[config.mk]
export PLATFORM = sky130hd
export DESIGN_NAME = proximity_zone_blink_alert
export DESIGN_NICKNAME = d
export VERILOG_FILES = /design/src/sv/pzba_pkg.sv /design/src/sv/pzba_serial_sub.sv /design/src/sv/pzba_div.sv /design/src/sv/proximity_zone_blink_alert.sv
export SDC_FILE = /design/constraint.sdc
export NUM_CORES = 1
export LEC_CHECK = 0
export BUFFER_PORTS_ARGS = -buffer_cell sky130_fd_sc_hd__buf_2
export CAP_MARGIN = 20
export CORE_MARGIN = 2
export CORE_UTILIZATION = 63
export CTS_CLUSTER_SIZE = 20
export DETAILED_ROUTE_END_ITERATION = 7
export MAX_ROUTING_LAYER = met4
export PLACE_DENSITY = 0.81
export SYNTH_ARGS = -nofsm -noshare
export SYNTH_HDL_FRONTEND = slang
export SYNTH_HIERARCHICAL = 1
export SYNTH_SLANG_ARGS = --single-unit
export TNS_END_PERCENT = 10
[constraint.sdc]
create_clock -name clk -period 13.54 [get_ports clk]
set_clock_uncertainty 0.1 [all_clocks]
set_input_delay 0 -clock clk [delete_from_list [all_inputs] [get_ports clk]]
set_output_delay 0 -clock clk [all_outputs]
set_load 0.02 [all_outputs]
[src/sv/pzba_pkg.sv]
// ----------------------------------------------------------------------------
// pzba_pkg: shared types and constants for the proximity zone blink alert
// Field widths, register indexes, zone codes, sequencer states and the
// fixed arithmetic constants used by the rate path.
// ----------------------------------------------------------------------------
package pzba_pkg;

	// field and register widths
	localparam int DIST_W    = 16;
	localparam int THR_W     = 12;
	localparam int BASE_W    = 8;
	localparam int SLOPE_W   = 4;
	localparam int CFG_W     = 12;
	localparam int CFG_IDX_W = 2;

	// rate path: closer_cm = (x * RECIP_10) >> RECIP_SH, exact for x < 4096
	localparam int RECIP_10  = 6554;
	localparam int RECIP_W   = 13;
	localparam int RECIP_SH  = 16;
	localparam int CLOSER_W  = 9;
	localparam int BPM_W     = 13;

	// half period numerator in ms and quotient width
	localparam int PERIOD_MS = 30000;
	localparam int QUOT_W    = 15;

	// digit width of the serial time subtractor
	localparam int DIGIT_W   = 2;

	// configuration register indexes
	typedef enum logic [CFG_IDX_W-1:0] {
		CFG_ALERT  = 2'd0,
		CFG_DANGER = 2'd1,
		CFG_BASE   = 2'd2,
		CFG_SLOPE  = 2'd3
	} cfg_idx_t;

	// result zone codes
	typedef enum logic [1:0] {
		ZONE_SAFE   = 2'd0,
		ZONE_WARN   = 2'd1,
		ZONE_DANGER = 2'd2
	} zone_t;

	// sequencer states
	typedef enum logic [2:0] {
		ST_IDLE,
		ST_MUL,
		ST_BPM,
		ST_RUN,
		ST_FIN
	} state_t;

	// control from the sequencer to a serial unit
	typedef struct packed {
		logic load;
		logic step;
	} ctl_t;

endpackage

[src/sv/pzba_serial_sub.sv]
// ----------------------------------------------------------------------------
// pzba_serial_sub: digit-serial subtractor for elapsed time
// Computes a - b modulo 2^TIME_WIDTH, DIGIT_W bits per step, LSB first.
// ----------------------------------------------------------------------------
module pzba_serial_sub #(
	parameter int TIME_WIDTH = 32
) (
	input  logic                  clk,
	input  logic                  arst_n,
	input  pzba_pkg::ctl_t        ctl,
	input  logic [TIME_WIDTH-1:0] a,
	input  logic [TIME_WIDTH-1:0] b,
	output logic [TIME_WIDTH-1:0] diff
);
	import pzba_pkg::*;

	localparam int ND  = (TIME_WIDTH + DIGIT_W - 1) / DIGIT_W;
	localparam int NDW = ND * DIGIT_W;

	logic [NDW-1:0]     a_sr_q, b_sr_q, d_sr_q;
	logic               borrow_q;
	logic [DIGIT_W:0]   dig;

	// one digit of a - b - borrow; top bit is the outgoing borrow
	assign dig = {1'b0, a_sr_q[DIGIT_W-1:0]} - {1'b0, b_sr_q[DIGIT_W-1:0]}
		- {{DIGIT_W{1'b0}}, borrow_q};

	// borrow chain
	always_ff @(posedge clk or negedge arst_n) begin
		if (!arst_n) begin
			borrow_q <= 1'b0;
		end else if (ctl.load) begin
			borrow_q <= 1'b0;
		end else if (ctl.step) begin
			borrow_q <= dig[DIGIT_W];
		end
	end

	// operand and result shift registers
	always_ff @(posedge clk) begin
		if (ctl.load) begin
			a_sr_q <= NDW'(a);
			b_sr_q <= NDW'(b);
		end else if (ctl.step) begin
			a_sr_q <= a_sr_q >> DIGIT_W;
			b_sr_q <= b_sr_q >> DIGIT_W;
			d_sr_q <= {dig[DIGIT_W-1:0], d_sr_q[NDW-1:DIGIT_W]};
		end
	end

	assign diff = d_sr_q[TIME_WIDTH-1:0];

endmodule

[src/sv/pzba_div.sv]
// ----------------------------------------------------------------------------
// pzba_div: bit-serial restoring divider
// Produces floor(PERIOD_MS / divisor), one quotient bit per step, MSB first.
// ----------------------------------------------------------------------------
module pzba_div (
	input  logic                         clk,
	input  logic                         arst_n,
	input  pzba_pkg::ctl_t               ctl,
	input  logic [pzba_pkg::BPM_W-1:0]   divisor,
	output logic [pzba_pkg::QUOT_W-1:0]  quot
);
	import pzba_pkg::*;

	logic [BPM_W-1:0]  div_q;
	logic [BPM_W:0]    rem_q;
	logic [QUOT_W-1:0] dq_q;
	logic [BPM_W:0]    rem_sh;
	logic              fits;

	// shift in next dividend bit and trial subtract
	assign rem_sh = {rem_q[BPM_W-1:0], dq_q[QUOT_W-1]};
	assign fits   = rem_sh >= {1'b0, div_q};

	// divisor hold
	always_ff @(posedge clk or negedge arst_n) begin
		if (!arst_n) begin
			div_q <= '0;
		end else if (ctl.load) begin
			div_q <= divisor;
		end
	end

	// remainder and dividend/quotient register
	always_ff @(posedge clk) begin
		if (ctl.load) begin
			rem_q <= '0;
			dq_q  <= QUOT_W'(PERIOD_MS);
		end else if (ctl.step) begin
			rem_q <= fits ? (rem_sh - {1'b0, div_q}) : rem_sh;
			dq_q  <= {dq_q[QUOT_W-2:0], fits};
		end
	end

	assign quot = dq_q;

endmodule

[src/sv/proximity_zone_blink_alert.sv]
// ----------------------------------------------------------------------------
// proximity_zone_blink_alert: distance-driven blink/steady alert level
// Classifies each distance sample into safe, warning or danger and drives
// the shared LED/buzzer level, blinking at a rate that rises as the
// distance closes.
// ----------------------------------------------------------------------------
//  channel  | signals                           | dir | transfer when
//  ---------+-----------------------------------+-----+---------------------------
//  in       | in_valid, distance_tenths, now_ms | in  | in_valid & !in_stall
//  out      | out_valid, alert_on, zone         | out | out_valid & !out_stall
//  cfg      | cfg_we, cfg_index, cfg_data       | in  | cfg_we
//
//  Safe and danger samples go from IDLE straight to FIN. Warning samples
//  pass MUL, BPM and RUN, where the serial elapsed-time subtractor and the
//  bit-serial interval divider step, before reaching FIN.
//  Reset clears state and restores the register defaults; no clearing pass.
//  One sample in flight; a new one is taken while a finished result waits.
//  in_stall stays high until the result moves into the output register,
//  which waits while that register is full and stalled.
// ----------------------------------------------------------------------------
module proximity_zone_blink_alert #(
	parameter int TIME_WIDTH = 32
) (
	input  logic                           clk,
	input  logic                           arst_n,
	// input channel
	input  logic                           in_valid,
	output logic                           in_stall,
	input  logic signed [pzba_pkg::DIST_W-1:0] distance_tenths,
	input  logic [31:0]                    now_ms,
	// output channel
	output logic                           out_valid,
	input  logic                           out_stall,
	output logic                           alert_on,
	output logic [1:0]                     zone,
	// configuration
	input  logic                           cfg_we,
	input  logic [pzba_pkg::CFG_IDX_W-1:0] cfg_index,
	input  logic [pzba_pkg::CFG_W-1:0]     cfg_data
);
	import pzba_pkg::*;

	localparam int ND    = (TIME_WIDTH + DIGIT_W - 1) / DIGIT_W;
	localparam int NITER = (ND > QUOT_W) ? ND : QUOT_W;
	localparam int CNT_W = $clog2(NITER);

	// configuration registers
	logic [THR_W-1:0]   alert_thr_q, danger_thr_q;
	logic [BASE_W-1:0]  base_q;
	logic [SLOPE_W-1:0] slope_q;

	// sequencer and item registers
	state_t              state_q, state_d;
	logic [CNT_W-1:0]    cnt_q;
	zone_t               zone_item_q;
	logic [THR_W-1:0]    x_q;
	logic [CLOSER_W-1:0] closer_q;
	logic [TIME_WIDTH-1:0] now_q;

	// architectural state
	logic                  level_q;
	logic [TIME_WIDTH-1:0] last_q;

	// output register
	logic        out_valid_q;
	logic        alert_on_q;
	zone_t       zone_out_q;

	// datapath wires
	logic                  in_xfer, out_free, fin_go;
	zone_t                 zone_in;
	logic [TIME_WIDTH-1:0] now_in;
	logic [RECIP_W+THR_W-1:0] prod;
	logic [BPM_W-1:0]      bpm_raw, bpm;
	logic [TIME_WIDTH-1:0] elapsed;
	logic [QUOT_W-1:0]     interval;
	logic                  due;
	ctl_t                  sub_ctl, div_ctl;

	assign in_xfer  = in_valid && !in_stall;
	assign out_free = !out_valid_q || !out_stall;
	assign fin_go   = (state_q == ST_FIN) && out_free;
	assign now_in   = TIME_WIDTH'(now_ms);

	// configuration writes
	always_ff @(posedge clk or negedge arst_n) begin
		if (!arst_n) begin
			alert_thr_q  <= THR_W'(1000);
			danger_thr_q <= THR_W'(100);
			base_q       <= BASE_W'(60);
			slope_q      <= SLOPE_W'(2);
		end else if (cfg_we) begin
			case (cfg_idx_t'(cfg_index))
				CFG_ALERT:  alert_thr_q  <= cfg_data[THR_W-1:0];
				CFG_DANGER: danger_thr_q <= cfg_data[THR_W-1:0];
				CFG_BASE:   base_q       <= cfg_data[BASE_W-1:0];
				CFG_SLOPE:  slope_q      <= cfg_data[SLOPE_W-1:0];
				default:    ;
			endcase
		end
	end

	// zone of the incoming sample: invalid/beyond first, then danger
	always_comb begin
		if (distance_tenths[DIST_W-1]
				|| (distance_tenths[DIST_W-2:0] > (DIST_W-1)'(alert_thr_q))) begin
			zone_in = ZONE_SAFE;
		end else if (distance_tenths[DIST_W-2:0] <= (DIST_W-1)'(danger_thr_q)) begin
			zone_in = ZONE_DANGER;
		end else begin
			zone_in = ZONE_WARN;
		end
	end

	// rate path: closer_cm by reciprocal multiply, then bpm
	assign prod    = (RECIP_W+THR_W)'(x_q) * (RECIP_W+THR_W)'(RECIP_10);
	assign bpm_raw = BPM_W'(base_q) + BPM_W'(slope_q) * BPM_W'(closer_q);
	assign bpm     = (bpm_raw == '0) ? BPM_W'(1) : bpm_raw;

	// sequencer state register
	always_ff @(posedge clk or negedge arst_n) begin
		if (!arst_n) begin
			state_q <= ST_IDLE;
			cnt_q   <= '0;
		end else begin
			state_q <= state_d;
			if (state_q == ST_RUN) begin
				cnt_q <= cnt_q + CNT_W'(1);
			end else begin
				cnt_q <= '0;
			end
		end
	end

	// next state and unit controls
	always_comb begin
		state_d      = state_q;
		in_stall     = 1'b1;
		sub_ctl      = '0;
		div_ctl      = '0;
		case (state_q)
			ST_IDLE: begin
				in_stall     = 1'b0;
				sub_ctl.load = in_valid;
				if (in_valid) begin
					state_d = (zone_in == ZONE_WARN) ? ST_MUL : ST_FIN;
				end
			end
			ST_MUL: state_d = ST_BPM;
			ST_BPM: begin
				div_ctl.load = 1'b1;
				state_d      = ST_RUN;
			end
			ST_RUN: begin
				sub_ctl.step = int'(cnt_q) < ND;
				div_ctl.step = int'(cnt_q) < QUOT_W;
				if (int'(cnt_q) == NITER - 1) begin
					state_d = ST_FIN;
				end
			end
			ST_FIN: begin
				if (out_free) begin
					state_d = ST_IDLE;
				end
			end
			default: state_d = ST_IDLE;
		endcase
	end

	// item capture and rate pipeline
	always_ff @(posedge clk) begin
		if (in_xfer) begin
			x_q   <= alert_thr_q - distance_tenths[THR_W-1:0];
			now_q <= now_in;
		end
		if (state_q == ST_MUL) begin
			closer_q <= prod[RECIP_SH +: CLOSER_W];
		end
	end

	always_ff @(posedge clk or negedge arst_n) begin
		if (!arst_n) begin
			zone_item_q <= ZONE_SAFE;
		end else if (in_xfer) begin
			zone_item_q <= zone_in;
		end
	end

	// serial units
	pzba_serial_sub #(
		.TIME_WIDTH (TIME_WIDTH)
	) u_sub (
		.clk    (clk),
		.arst_n (arst_n),
		.ctl    (sub_ctl),
		.a      (now_in),
		.b      (last_q),
		.diff   (elapsed)
	);

	pzba_div u_div (
		.clk     (clk),
		.arst_n  (arst_n),
		.ctl     (div_ctl),
		.divisor (bpm),
		.quot    (interval)
	);

	// toggle when elapsed time reaches the interval
	assign due = (|elapsed[TIME_WIDTH-1:QUOT_W]) || (elapsed[QUOT_W-1:0] >= interval);

	// alert state update at result time
	always_ff @(posedge clk or negedge arst_n) begin
		if (!arst_n) begin
			level_q <= 1'b0;
			last_q  <= '0;
		end else if (fin_go) begin
			case (zone_item_q)
				ZONE_SAFE:   level_q <= 1'b0;
				ZONE_DANGER: level_q <= 1'b1;
				ZONE_WARN: begin
					if (due) begin
						level_q <= !level_q;
						last_q  <= now_q;
					end
				end
				default: level_q <= 1'b0;
			endcase
		end
	end

	// output register
	always_ff @(posedge clk or negedge arst_n) begin
		if (!arst_n) begin
			out_valid_q <= 1'b0;
		end else if (fin_go) begin
			out_valid_q <= 1'b1;
		end else if (!out_stall) begin
			out_valid_q <= 1'b0;
		end
	end

	always_ff @(posedge clk) begin
		if (fin_go) begin
			zone_out_q <= zone_item_q;
			case (zone_item_q)
				ZONE_SAFE:   alert_on_q <= 1'b0;
				ZONE_DANGER: alert_on_q <= 1'b1;
				ZONE_WARN:   alert_on_q <= level_q ^ due;
				default:     alert_on_q <= 1'b0;
			endcase
		end
	end

	assign out_valid = out_valid_q;
	assign alert_on  = alert_on_q;
	assign zone      = zone_out_q;

	// checks
	a_zone_code: assert property (@(posedge clk) disable iff (!arst_n)
		out_valid |-> (zone == ZONE_SAFE || zone == ZONE_WARN || zone == ZONE_DANGER))
		else $error("result zone code out of range");

	a_danger_on: assert property (@(posedge clk) disable iff (!arst_n)
		(out_valid && zone == ZONE_DANGER) |-> alert_on)
		else $error("danger result without alert");

	a_safe_off: assert property (@(posedge clk) disable iff (!arst_n)
		(out_valid && zone == ZONE_SAFE) |-> !alert_on)
		else $error("safe result with alert on");

	a_toggle_time: assert property (@(posedge clk) disable iff (!arst_n)
		!$stable(last_q) |-> (level_q != $past(level_q)))
		else $error("toggle time moved without a level toggle");

	a_run_bound: assert property (@(posedge clk) disable iff (!arst_n)
		(state_q == ST_RUN) |-> (int'(cnt_q) < NITER))
		else $error("serial step count overran");

endmodule
==> results.md, run 1 <==
* Multiplexer share of the synthesized area at 0.103
* Final Routed Wirelength at 34700 µm
* Post-route fraction of the period consumed by the critical path at 0.374
* DRC at 0
* Share of the yosys chip area belonging to registers at 0.451
* Fin area at 18900 µm²
* Largest net degree at the start of global routing at 77
* Sink Count at 273
* Core Region at 25900 µm²
* Synthesized area per cell at 12.2 µm²
* Number of flops mapped to enable cells by yosys at 152
* Root buf cell: sky130_fd_sc_hd__clkbuf_16
* Std-Cell Rows at 59
* Area added between synthesis and finish at 14.3%
* Worst Tran Pin Value at 1040 ps
* Rel. slew slack at 0.310
* Total negative slack for setup checks at 0 ps
* Maximum number of buffers from clock root to sink at 3
* Count of warnings emitted by yosys at 6
* Final HPWL from detailed placement at 23300 µm
* Highest achievable clock rate at 198 MHz
* Wire length of the first global-routing pass at 56600 µm
* Cell area after synthesis at 16600 µm²
* Area share of the largest cell type after synthesis at 0.276
* Cell type with the highest aggregate area in the netlist: sky130_fd_sc_hd__edfxtp_1
* Max Cap Violations at 0
* Number of distinct library cells after synthesis at 82
* Via density at 5.67
* Worst Slack Setup Final at 8480 ps
* Share of the synthesized area in compound gates (AO/OA/AOI/OAI) at 0.0769
* Status: completed
* Worst slack after detailed placement at 8560 ps
* Average wire length per cell after detail routing at 18.6 µm
* Number of detailed-routing iterations run before antenna repair at 5
* Syn Inst Count at 1360
* Final Hold Violating Endpoints at 0
* Later-pin clock latency in the skew report at 570 ps
* Standard cell with the maximum stage delay on the critical path: sky130_fd_sc_hd__fa_1
* Layout cell share with drive strength beyond 1 at 0.190
* Max-slew violation count at 0
* Element type at the critical path end: register
* Kind of critical path: register to register
* Die Width at 166 µm
* Area contributors post-synth: sky130_fd_sc_hd__edfxtp_1 28%, sky130_fd_sc_hd__ha_1 13%, sky130_fd_sc_hd__dfrtp_1 12%
* Hold Crit Class: input pin to register
* Number of global-route vias before repair at 11200
* Top Ports at 72
* RSZ-0062 raised after global routing: no
* Crit path largest cell delay at 540 ps
* XOR/XNOR Fraction of Synth Area at 0.0185
* Combinational family with the most area after synthesis: adder cells
* Number of antenna violations at the first check in global routing at 4
* Count of buffers inserted at the top-level ports at 71
* Post-synth top flop: sky130_fd_sc_hd__edfxtp_1
* Synthesized-area fraction occupied by adder cells at 0.209
* Crit path cell chain: ha_1 > inv_1 > fa_1 > inv_1 > fa_1 > fa_1 > inv_1 > fa_1 > inv_1 > ha_1 > o21ai_0 > o21a_1 > a41oi_1 > nand3_1 > a21boi_0 > o21ai_0 > a211oi_1
* Placed standard-cell area at 17200 µm²
* Maximum fanout count along the critical path at 5
* Initial detailed-routing violation count at 695
* FFs w/ async S/R, synth at 0.341
* Final period demand of the worst path at 5060 ps
* Simple logic cell fraction of the synthesized area at 0.0834
* Vias after detailed routing at 10600
* Critical path required time at 13820 ps
* Clock transition at the registers of the reported paths at 60 ps
* # H-tree levels at 1
* Post-synthesis net count at 1666
* Buffer count from post-CTS setup fixing at 0
* DIE HEIGHT at 166 µm
* Die area at 27600 µm²
* Setup Viol. Count Final at 0
* Initial core utilization at 0.639
* Critical Path Source Type: register
* Count of cells resized by post-cts repair at 0
* Routability Congestion at 0.937
* Number of buffers inserted during clock tree synthesis at 29
* Arrival time at the worst endpoint at 5340 ps
* Gr ovfl total at 0
* Fin nets at 1815
* Flop and latch count out of synthesis at 273
* Clock tree from TritonCTS: yes
* DRT antenna net count at 0
* Overall fraction of global-route tracks in use at 0.262
==> cell usage after synthesis, drive strengths merged (8+ instances only) <==
cell    number
edfxtp     152
a21oi       35
nand3       13
xor2        13
nand2b       8
nand4       15
o21ai       45
or2         11
buf         15
nor2b       14
ha         176
dfstp       14
mux2       117
nor3        13
nand2       72
clkbuf      18
inv        197
fa          63
nor2        53
and2        39
xnor2       22
dfxtp       28
mux2i       20
dfrtp       79
a211oi      12
a21o        21
==> worst max-delay path: cells and delay by family (launching register included) <==
family | cells | cell delay [ps]
AO/OA/AOI/OAI | 6 | 1200
adder cells (fa/ha/maj) | 6 | 2700
buffers and inverters | 4 | 210
flip-flops | 1 | 490
AND/OR/NAND/NOR | 1 | 180
==> cell families (layout without fill, tap and decap cells) <==
| kind of cell | after synthesis | after routing |
|---|---|---|
| multiplexers | 137 | 137 |
| XOR/XNOR | 35 | 35 |
| adder cells (fa/ha/maj) | 239 | 239 |
| AO/OA/AOI/OAI | 177 | 177 |
| buffers and inverters | 230 | 402 |
| AND/OR/NAND/NOR | 269 | 269 |
| other | 0 | 4 |
| flip-flops | 273 | 273 |
==> flip-flops by register name, summed over array words and instances, names as in the netlist, 12 cells and up <==
name	cells
now_q	32
last_q	32
danger_thr_q	12
u_sub/b_sr_q	32
u_sub/diff	32
u_div/rem_q	13
u_div/quot	15
alert_thr_q	12
x_q	12
u_div/div_q	13
u_sub/a_sr_q	32
==> cells in the final DEF, fill, tap and decap left out, types with 29 or more instances in the layout <==
cell / count
sky130_fd_sc_hd__mux2_4: 50
sky130_fd_sc_hd__inv_1: 196
sky130_fd_sc_hd__a21oi_1: 33
sky130_fd_sc_hd__dfrtp_1: 79
sky130_fd_sc_hd__and2_1: 38
sky130_fd_sc_hd__nor2_1: 52
sky130_fd_sc_hd__o21ai_0: 42
sky130_fd_sc_hd__clkbuf_16: 29
sky130_fd_sc_hd__dlygate4sd3_1: 70
sky130_fd_sc_hd__nand2_1: 72
sky130_fd_sc_hd__mux2_2: 64
sky130_fd_sc_hd__buf_2: 70
sky130_fd_sc_hd__edfxtp_1: 152
sky130_fd_sc_hd__fa_1: 63
sky130_fd_sc_hd__ha_1: 176
==> per-stage QoR <==
step                hold WS [ps]  instances  utilization
finish                      57.5       1871        0.731
CTS                         24.9       1866        0.729
floorplan                   -396       1360            -
global placement            -131       1742        0.664
detailed placement          -129       1742        0.664
global route                55.4       1871        0.731
==> worst paths after layout <==
check | start | endpoint | slack, ps | depth (start not counted)
min | now_ms[1] | now_q[1]$_DFFE_PP_ | 60 | 2
max reg2reg | x_q[5]$_DFFE_PP_ | closer_q[6]$_DFFE_PP_ | 8480 | 17
max | x_q[5]$_DFFE_PP_ | closer_q[6]$_DFFE_PP_ | 8480 | 17
min in group asynchronous | arst_n | base_q[5]$_DFFE_PN1P_ | 480 | 3
max in group asynchronous | arst_n | last_q[14]$_DFFE_PN0P_ | 11970 | 4
min reg2reg | u_sub/diff[21]$_DFFE_PP_ | u_sub/diff[19]$_DFFE_PP_ | 350 | 0
==> layout make-up <==
class                      count  area, µm²
clock buffer                  34        754
multi-input combinational    857       8160
timing repair buffer         151       1150
fill                        1690       6980
inverter                     197        742
sequential                   273       7470
antenna                        4       10.0
clock inverter                20        224
tap                          335        419
==> repair_timing <==
item	CTS	global route
hold buffers	70	0
endpoints found under the hold margin	202	0
setup endpoints to repair	0	0
==> metal layers <==
metal | wire [µm] | global-route usage | part of all wire
met2 | 17500 | 0.451 | 0.50
met4 | 1000 | 0.0790 | 0.029
met1 | 14600 | 0.324 | 0.42
met5 | 0 | - | 0
met3 | 1590 | 0.0379 | 0.046
Power of run 1 is left out: the tool's default activity adds up to more than one toggle a clock period on the data nets, which glitch-free logic cannot reach.
==> run 2, diff against run 1 <==
- ABC_AREA: not set -> 1
- CORE_UTILIZATION: 63 -> 57
- PLACE_DENSITY: 0.81 -> 0.77
- clock period: 13.54 -> 4.6 ns (I/O delays scaled with it)
==> run 2 against run 1 <==
Against the previous run:
- wire length is 6.1% higher
- worst setup slack worse by 8400 ps
- first-iteration DRC count is 32% higher
- clock-buffer cell count up 9
- final cell count is 35% higher
- die area increased by 15%
- non-clock buffer count grew 16
- sequential share of layout area shrank 2.2 points
- synthesized cell count is 43% higher
- utilization down 5.9 points
- flip-flop and latch count unchanged
- worst hold slack worse by 40 ps
- highest routed layer unchanged
==> results.md, run 2 <==
* Status: completed
* Count of buffers inserted at the top-level ports at 71
* Category of cells accounting for the largest share of critical-path delay: adder cells
* Number of antenna violations at the first check in global routing at 1
* Number of flops mapped to enable cells by yosys at 152
* Wire length of the first global-routing pass at 60500 µm
* Utilization after layout at 0.672
* Post-synth top flop: sky130_fd_sc_hd__edfxtp_1
* Number of buffers inserted during clock tree synthesis at 28
* Syn Inst Count at 1949
* Overall fraction of global-route tracks in use at 0.243
* Standard cell with the maximum stage delay on the critical path: sky130_fd_sc_hd__fa_1
* Highest achievable clock rate at 222 MHz
* Crit path largest cell delay at 530 ps
* Register-to-register setup slack at 100 ps
* Critical Path Source Type: register
* Crit path cell chain: ha_1 > inv_1 > fa_1 > inv_1 > fa_1 > inv_1 > fa_1 > inv_1 > ha_1 > ha_2 > a21oi_2 > o21a_1 > nor2_1 > a211oi_1 > nand2_1 > nand2_1 > nand2_1
* Critical path required time at 4810 ps
* Initial detailed-routing violation count at 916
* Share of the yosys chip area belonging to registers at 0.430
* Launching instance or port of the critical path: x_q[4]$_DFFE_PP_
* # H-tree levels at 1
* Area contributors post-synth: sky130_fd_sc_hd__edfxtp_1 26%, sky130_fd_sc_hd__ha_1 13%, sky130_fd_sc_hd__nand2_1 12%
* Sink Count at 273
* Placed cells at 2391
* Synthesized area per cell at 8.90 µm²
* Commonest cells in the synthesized netlist: 549 x sky130_fd_sc_hd__nand2_1, 368 x sky130_fd_sc_hd__inv_1, 176 x sky130_fd_sc_hd__ha_1
* Area share of the largest cell type after synthesis at 0.263
* Gr ovfl total at 0
* Std-Cell Rows at 63
* Layout cell share with drive strength beyond 1 at 0.133
* Beginning of the worst register-to-register path: x_q[4]$_DFFE_PP_
* Max Cap Violations at 0
* Crit. path cell count at 17
* Number of global-route vias before repair at 13000
* Root buf cell: sky130_fd_sc_hd__clkbuf_16
* Final hold slack at 17.6 ps
* Final Routed Wirelength at 36800 µm
* Max-slew violation count at 0
* Most used cell along the critical path: sky130_fd_sc_hd__inv_1
* Rel. slew slack at 0.281
* Largest net degree at the start of global routing at 84
* Element type at the critical path end: register
* Number of distinct library cells after synthesis at 52
* Critical R2R Capture: closer_q[7]$_DFFE_PP_
* Worst slack after detailed placement at -69.0 ps
* Vias after detailed routing at 13000
* Final period demand of the worst path at 4500 ps
* Clock tree from TritonCTS: yes
* Area added between synthesis and finish at 15.3%
* Core Region at 29800 µm²
* Maximum number of buffers from clock root to sink at 3
* Die Width at 178 µm
* Most common library cell in the layout ignoring fill and taps: sky130_fd_sc_hd__nand2_1
* Capture point of the worst path: closer_q[7]$_DFFE_PP_
* Flop and latch count out of synthesis at 273
* RSZ-0062 raised after global routing: yes
* DIE HEIGHT at 178 µm
* Kind of critical path: register to register
* Arrival time at the worst endpoint at 4700 ps
* Count of warnings emitted by yosys at 6
* Hold Crit Class: input pin to register
* Cell type with the highest aggregate area in the netlist: sky130_fd_sc_hd__edfxtp_1
* DRT antenna net count at 0
* Final Hold Violating Endpoints at 0
* Post-route fraction of the period consumed by the critical path at 0.977
* Worst Slack Setup Final at 104 ps
* FFs w/ async S/R, synth at 0.341
* Reg2reg path depth at 17
* Most used standard cell by instance count after synthesis: sky130_fd_sc_hd__nand2_1
* Highest-count cells in the layout ignoring fill and taps: 544 x sky130_fd_sc_hd__nand2_1, 364 x sky130_fd_sc_hd__inv_1, 169 x sky130_fd_sc_hd__ha_1
* Worst Tran Pin Value at 1080 ps
* DRC at 0
* Final non-filler cell total at 2517
* Setup Viol. Count Final at 0
* Number of detailed-routing iterations run before antenna repair at 5
* Top Ports at 72
* Later-pin clock latency in the skew report at 570 ps
* Average wire length per cell after detail routing at 14.6 µm
* Post-synthesis net count at 2255
* Maximum fanout count along the critical path at 6
* Worst path buffer plus inverter count at 4
* Fin nets at 2410
* Die area at 31900 µm²
* Routability Congestion at 0.917
* Initial core utilization at 0.582
* Via density at 5.18
* Clock transition at the registers of the reported paths at 70 ps
* Final HPWL from detailed placement at 25600 µm
* Cell area after synthesis at 17400 µm²
[run 2: cell types whose count changed in the layout (fill, tap and decap cells not counted), sizes merged, moves of 11 or more]
cell,change
nand2,+510
inv,+178
mux2,-117
nand3,+64
o21ai,+62
nor2,+52
and2,-37
a21oi,+28
buf,+24
mux2i,-20
a21o,-15
xnor2,-15
nor2b,-14
a211oi,-11
[run 2: what timing repair did]
| item | 4_1_cts | 5_1_grt |
|---|---|---|
| setup buffers | 3 | 5 |
| resized for setup | 9 | 15 |
| endpoints found under the hold margin | 172 | 0 |
| hold buffers | 63 | 0 |
| setup endpoints to repair | 6 | 8 |
| pin swaps | 3 | 18 |
[run 2: how the worst min path moves through the flow]
| stage | start | endpoint | slack [ps] | cells after the start |
|---|---|---|---|---|
| floorplan | arst_n | alert_thr_q[0]$_DFFE_PN0P_ | -400 | 0 |
| global placement | arst_n | u_div/div_q[9]$_DFFE_PN0P_ | 20 | 1 |
| detailed placement | arst_n | u_div/div_q[8]$_DFFE_PN0P_ | 40 | 1 |
| CTS | distance_tenths[9] | x_q[9]$_DFFE_PP_ | 2 | 4 |
| global route | distance_tenths[10] | x_q[10]$_DFFE_PP_ | 20 | 4 |
| finish | distance_tenths[10] | x_q[10]$_DFFE_PP_ | 20 | 4 |
[run 2: area by class of cell]
| cell class | count | area, µm² |
|---|---|---|
| fillers | 2259 | 9780 |
| multi-input cells | 1256 | 8350 |
| flip-flops and latches | 273 | 7470 |
| inverters | 378 | 1420 |
| repair buffers | 167 | 1290 |
| clock buffers | 43 | 848 |
| well taps | 390 | 488 |
| clock inverters | 9 | 149 |
| diodes | 1 | 2.50 |
[run 2: through the flow]
step	area [µm²]	TNS (ps)
3_5_place_dp	18100	-108
6_report	20000	0
2_1_floorplan	17400	0
3_3_place_gp	18100	0
5_1_grt	20000	-23.9
4_1_cts	19900	0
[run 2: kinds of logic after synthesis]
group	synth area share
compound gates	0.0670
flops	0.430
fa+ha+maj	0.200
xor+xnor	0.0126
buf+inv	0.0969
simple gates	0.193
[run 2: worst min-delay path, delay by kind of cell]
family	cells	cell delay [ps]
fa+ha+maj	1	220
buf+inv	2	170
xor+xnor	1	120
[run 2: routing by layer]
metal  track usage  share of wire  up-vias
li1              -              -     6463
met1         0.297           0.43     6150
met2         0.413           0.49      333
met3        0.0405          0.049       95
met4        0.0776          0.031        0
met5             -              0        -
Power of run 2 is left out for the same reason.
